[config.mk]
export PLATFORM = sky130hd
export DESIGN_NAME = acc_isa_ctrl
export DESIGN_NICKNAME = d
export VERILOG_FILES = /design/src/hdl/acc_isa_pkg.sv /design/src/hdl/acc_isa_ctrl.sv
export SDC_FILE = /design/constraint.sdc
export NUM_CORES = 1
export LEC_CHECK = 0
export ABC_CLOCK_PERIOD_IN_PS = 1250
export BUFFER_PORTS_ARGS = -buffer_cell sky130_fd_sc_hd__clkbuf_2
export CORE_AREA = 3 3 40 42
export DETAILED_ROUTE_END_ITERATION = 10
export DIE_AREA = 0 0 43 45
export PLACE_DENSITY = 0.69
export SYNTH_ARGS = -nofsm -noshare
export SYNTH_HDL_FRONTEND = slang
export SYNTH_SLANG_ARGS = --single-unit
[constraint.sdc]
create_clock -name clk -period 1.25 [get_ports clk]
set_clock_uncertainty 0.15 [all_clocks]
set_input_delay 0.25 -clock clk [delete_from_list [all_inputs] [get_ports clk]]
set_output_delay 0.25 -clock clk [all_outputs]
set_load 0.05 [all_outputs]
[src/hdl/acc_isa_pkg.sv]
// ============================================================================
// acc_isa_pkg
// Opcodes, status codes and the controller/datapath interface types shared
// by the accumulator instruction executor.
// ============================================================================
package acc_isa_pkg;

    localparam logic [5:0] OP_LOAD_MEM   = 6'd0;
    localparam logic [5:0] OP_LOAD_IMM   = 6'd1;
    localparam logic [5:0] OP_STORE      = 6'd2;
    localparam logic [5:0] OP_ADD_MEM    = 6'd3;
    localparam logic [5:0] OP_ADD_IMM    = 6'd4;
    localparam logic [5:0] OP_SUB_MEM    = 6'd5;
    localparam logic [5:0] OP_SUB_IMM    = 6'd6;
    localparam logic [5:0] OP_MUL_MEM    = 6'd7;
    localparam logic [5:0] OP_MUL_IMM    = 6'd8;
    localparam logic [5:0] OP_DIV_MEM    = 6'd9;
    localparam logic [5:0] OP_DIV_IMM    = 6'd10;
    localparam logic [5:0] OP_REM_MEM    = 6'd11;
    localparam logic [5:0] OP_REM_IMM    = 6'd12;
    localparam logic [5:0] OP_SHL_MEM    = 6'd13;
    localparam logic [5:0] OP_SHL_IMM    = 6'd14;
    localparam logic [5:0] OP_SHR_MEM    = 6'd15;
    localparam logic [5:0] OP_SHR_IMM    = 6'd16;
    localparam logic [5:0] OP_OR_MEM     = 6'd17;
    localparam logic [5:0] OP_OR_IMM     = 6'd18;
    localparam logic [5:0] OP_AND_MEM    = 6'd19;
    localparam logic [5:0] OP_AND_IMM    = 6'd20;
    localparam logic [5:0] OP_XOR_MEM    = 6'd21;
    localparam logic [5:0] OP_XOR_IMM    = 6'd22;
    localparam logic [5:0] OP_NOT        = 6'd23;
    localparam logic [5:0] OP_CALL_MEM   = 6'd24;
    localparam logic [5:0] OP_CALL_IMM   = 6'd25;
    localparam logic [5:0] OP_CALLZ_MEM  = 6'd26;
    localparam logic [5:0] OP_CALLZ_IMM  = 6'd27;
    localparam logic [5:0] OP_CALLN_MEM  = 6'd28;
    localparam logic [5:0] OP_CALLN_IMM  = 6'd29;
    localparam logic [5:0] OP_RET        = 6'd30;
    localparam logic [5:0] OP_BR_MEM     = 6'd31;
    localparam logic [5:0] OP_BR_IMM     = 6'd32;
    localparam logic [5:0] OP_BRZ_MEM    = 6'd33;
    localparam logic [5:0] OP_BRZ_IMM    = 6'd34;
    localparam logic [5:0] OP_NOP        = 6'd35;
    localparam logic [5:0] OP_HALT       = 6'd36;
    localparam logic [5:0] OP_CLR_FLAGS  = 6'd37;

    localparam logic [2:0] STAT_OK       = 3'd0;
    localparam logic [2:0] STAT_HALTED   = 3'd1;
    localparam logic [2:0] STAT_DIV_ZERO = 3'd2;
    localparam logic [2:0] STAT_FULL     = 3'd3;
    localparam logic [2:0] STAT_EMPTY    = 3'd4;

    localparam logic [7:0]  PTR_STEP = 8'd4;
    localparam logic [31:0] PC_STEP  = 32'd4;

    typedef enum logic [2:0] {
        ST_CLEAR,
        ST_IDLE,
        ST_DEC,
        ST_READ,
        ST_EXEC,
        ST_WRITE,
        ST_DIV,
        ST_FIN
    } state_t;

    typedef struct packed {
        logic latch_in;
        logic cnt_clear;
        logic cnt_inc;
        logic rd_capture;
        logic wr_en;
        logic exec;
        logic div_start;
        logic div_wb;
        logic out_load;
        logic clr_step;
    } dp_cmd_t;

    typedef struct packed {
        logic       clr_done;
        logic       need_rd;
        logic       need_wr;
        logic       div_go;
        logic       div_done;
        logic [2:0] cnt;
    } dp_stat_t;

    // Operand comes from the memory word at the body address.
    function automatic logic is_mem_form(input logic [5:0] op);
        return (op == OP_LOAD_MEM) || (op == OP_ADD_MEM) || (op == OP_SUB_MEM) ||
               (op == OP_MUL_MEM) || (op == OP_DIV_MEM) || (op == OP_REM_MEM) ||
               (op == OP_SHL_MEM) || (op == OP_SHR_MEM) || (op == OP_OR_MEM) ||
               (op == OP_AND_MEM) || (op == OP_XOR_MEM) || (op == OP_CALL_MEM) ||
               (op == OP_CALLZ_MEM) || (op == OP_CALLN_MEM) || (op == OP_BR_MEM) ||
               (op == OP_BRZ_MEM);
    endfunction

endpackage

[src/hdl/acc_isa_ctrl.sv]
// ============================================================================
// acc_isa_ctrl
// Controller: sequences memory clear, decode, word read, execute, word write,
// divide and result hand-off; owns the handshake flags.
// ============================================================================
module acc_isa_ctrl (
    input  logic                  clk,
    input  logic                  rst_n,
    input  logic                  in_valid,
    output logic                  in_ready,
    output logic                  out_valid,
    input  logic                  out_ready,
    input  acc_isa_pkg::dp_stat_t stat,
    output acc_isa_pkg::dp_cmd_t  cmd
);
    import acc_isa_pkg::*;

    state_t state_reg, state_next;
    logic   out_valid_reg, out_valid_next;

    always_ff @(posedge clk or negedge rst_n)
    begin
        if (!rst_n)
        begin
            state_reg     <= ST_CLEAR;
            out_valid_reg <= 1'b0;
        end
        else
        begin
            state_reg     <= state_next;
            out_valid_reg <= out_valid_next;
        end
    end

    always_comb
    begin
        state_next = state_reg;
        cmd        = '0;
        in_ready   = 1'b0;
        case (state_reg)
            ST_CLEAR:
            begin
                cmd.clr_step = 1'b1;
                if (stat.clr_done)
                begin
                    state_next = ST_IDLE;
                end
            end
            ST_IDLE:
            begin
                in_ready = 1'b1;
                if (in_valid)
                begin
                    cmd.latch_in  = 1'b1;
                    cmd.cnt_clear = 1'b1;
                    state_next    = ST_DEC;
                end
            end
            ST_DEC:
            begin
                state_next = stat.need_rd ? ST_READ : ST_EXEC;
            end
            ST_READ:
            begin
                // Read data is registered and appears in the cycle after its address.
                cmd.rd_capture = 1'b1;
                cmd.cnt_inc    = 1'b1;
                if (stat.cnt == 3'd4)
                begin
                    cmd.cnt_clear = 1'b1;
                    state_next    = ST_EXEC;
                end
            end
            ST_EXEC:
            begin
                cmd.exec = 1'b1;
                if (stat.div_go)
                begin
                    cmd.div_start = 1'b1;
                    state_next    = ST_DIV;
                end
                else if (stat.need_wr)
                begin
                    cmd.cnt_clear = 1'b1;
                    state_next    = ST_WRITE;
                end
                else
                begin
                    state_next = ST_FIN;
                end
            end
            ST_WRITE:
            begin
                cmd.wr_en   = 1'b1;
                cmd.cnt_inc = 1'b1;
                if (stat.cnt == 3'd3)
                begin
                    state_next = ST_FIN;
                end
            end
            ST_DIV:
            begin
                if (stat.div_done)
                begin
                    cmd.div_wb = 1'b1;
                    state_next = ST_FIN;
                end
            end
            ST_FIN:
            begin
                if (!out_valid_reg || out_ready)
                begin
                    cmd.out_load = 1'b1;
                    state_next   = ST_IDLE;
                end
            end
            default:
            begin
                state_next = ST_IDLE;
            end
        endcase
    end

    always_comb
    begin
        out_valid_next = out_valid_reg;
        if (cmd.out_load)
        begin
            out_valid_next = 1'b1;
        end
        else if (out_ready)
        begin
            out_valid_next = 1'b0;
        end
    end

    assign out_valid = out_valid_reg;
endmodule

==> results.toml <==
[yosys]
synth.avg_cell_area_um2 = 7.98
syn_area_um2 = 383
yosysTopAreaCellShare_pct = 26.1
yosysSeqAreaShare_pct = 26.1
synth_area_leaders = "dfrtp_1, buf_4, mux4_2"
yosys.area.top_type = "dfrtp_1"
post_synth_inst_count = 48
yosysWarnings = 0
ys_ff_latch = 4
synth_fp_nets = 60
synth.distinct_cells = 25

[die]
boundaryPins = 24
die_area_mm2 = 0.00194
num_rows = 13
die_w_um = 43
start_util_pct = 29.8
coreArea_mm2 = 0.00128
die_h_um = 45

[power_and_ir_drop]
ir_drop_mv = 1.69
leakagePower_nw = 0.410
power_per_cell_area_mw_per_mm2 = 2800

[sta]
rsz0062_at_grt = "yes"
fin_crit_ps = 1730
tightest_slew_ps = 274
drv_slew = 0
min_period_over_period_pct = 138
fmax_mhz = 580
slew_headroom_pct = 81.6
setup_violations = 14
tns_ps = -5250
finalHoldViolations = 0
setup_ws_ps = -476

[setup_path]
crit_slowest_cell = "dfrtp_2"
crit_chain = "nor3b_4 -> and2_4 -> clkbuf_16"
max_stage_delay_ps = 460
critical-path-top-delay-family = "simple AND/OR/NAND/NOR gates"
end_kind = "output pin"
path_buf_inv = 1
worstSetupStartpointType = "flip-flop"
crit_type = "flip-flop to output pin"
worstPathRequired_ps = 850
arrival_ps = 1330
cp_max_fo = 6

[clocking]
cts_tree = "done"
cts_root_buf = "clkbuf_4"
cts_sinks = 4
cts_max_level = 1
clk_latency_ps = 240
clockBufferDepth = 2
numCtsBuffers = 3
path_clk_slew_ps = 40

[placed_design]
portBuffers = 23
post-dp-hpwl_mm = 1.03
placed_cells = 99
pre_cts_ws_ps = -368
place_congestion = 0.793

[global_routing]
grt-ovfl-total = 0
antenna_found_initial = 0
grt_max_degree = 8
grt_usage_pct = 15.7
grt_pass1_wl_mm = 2.21
grt_pass1_vias = 515

[run_status]
status = "finished with violations"
violations = "setup timing"

[final_layout]
fin_nets = 103
mostFrequentLayoutCell = "buf_4"
drive_gt1_share_pct = 72.2
syn_to_final_growth_pct = 135
largest_reg_flops = 3
layout_common_cells = "buf_4, clkbuf_2, buf_8"
final_cell_count_no_fill = 105
n_antenna_cell = 0

[routing]
vias = 520
drt-total-wl_mm = 1.35
routed_wire_length_per_instance_um = 12.8
viasPerCell = 4.95
firstDrtPassIters = 2
antenna_left = 0
remaining_drc_errors = 0
first_iter_violations = 8

[flow_run]
max_cap_viol_count = 0

[worst_hold_path]
min-delay-path-class = "primary input to asynchronous set/reset pin"
worst paths after layout:
kind                                                from                       end  slack, ps  depth (start not counted)
worst max-delay path            state_reg[1]$_DFFE_PN0P_                    cmd[3]       -480                          3
worst min-delay path                               rst_n  state_reg[2]$_DFFE_PN0P_        200                          2
worst max register to register  state_reg[2]$_DFFE_PN0P_  state_reg[0]$_DFFE_PN0P_       -330                          4
worst min register to register     out_valid$_DFFE_PN0P_     out_valid$_DFFE_PN0P_        430                          2
max in group asynchronous                          rst_n  state_reg[1]$_DFFE_PN0P_        590                          2
min in group clk                               out_ready     out_valid$_DFFE_PN0P_        200                          3
metrics by stage:
stage | instance area [µm²] | power (mW) | hold WS (ps) | utilization (%)
final | 898 | 2.51 | 198 | 69.9
after floorplan | 469 | 1.45 | -196 | -
after CTS | 876 | 2.41 | 198 | 68.2
after global placement | 716 | 1.91 | -87.8 | 55.7
after global routing | 898 | 2.65 | 205 | 69.9
after detailed placement | 716 | 1.94 | -78.8 | 55.7
where the power goes:
group          leakage [nW]  total, mW  internal, mW  switching (mW)
Combinational         0.352       2.01         0.985            1.02
Clock                0.0150      0.182         0.120          0.0613
Sequential           0.0426      0.325         0.203           0.122
Total                 0.410       2.51          1.31            1.21
layout make-up:
class	instances	area, µm²
Sequential cell	4	105
Clock buffer	4	26.3
Fill cell	102	387
Multi-Input combinational cell	38	327
Tap cell	15	18.8
Inverter	2	7.51
Timing Repair Buffer	42	414
cell usage after synthesis:
master / count
nor3b_2: 1
or2_2: 1
mux4_2: 1
nand2b_1: 2
nand3_1: 2
nor3b_1: 2
nand3b_1: 1
and2_1: 1
nor3_2: 1
buf_4: 4
o22ai_1: 1
a311oi_1: 1
o21ai_0: 2
nand2_1: 6
a211oi_1: 1
inv_1: 2
nor3_1: 1
a21oi_1: 4
and3b_1: 1
o32ai_1: 1
nor2b_1: 3
dfrtp_1: 4
nor2_1: 3
o21a_1: 1
o31ai_1: 1
layer usage:
layer  vias up  wire length, µm  GRT usage, %
li1        254                -             -
met1       240              544          18.1
met2        20              675          26.6
met3         6               81          3.19
met4         0               46          9.64
met5         -                0             0
what timing repair did:
item | in CTS | in global routing
setup buffers | 1 | 0
gates resized for setup | 26 | 9
hold buffers | 1 | 0
endpoints found under the setup margin | 15 | 15
hold endpoints to repair | 4 | 0
pin swaps | 6 | 4
cells by family after synthesis:
| kind of cell | count (synthesis) | share of synthesized area (%) |
|---|---|---|
| DFF | 4 | 26.1 |
| and+or+nand+nor | 25 | 38.2 |
| buffers and inverters | 6 | 9.80 |
| AOI/OAI and AO/OA | 12 | 19.9 |
| muxes | 1 | 5.88 |
(Power assumes the default switching activity.)
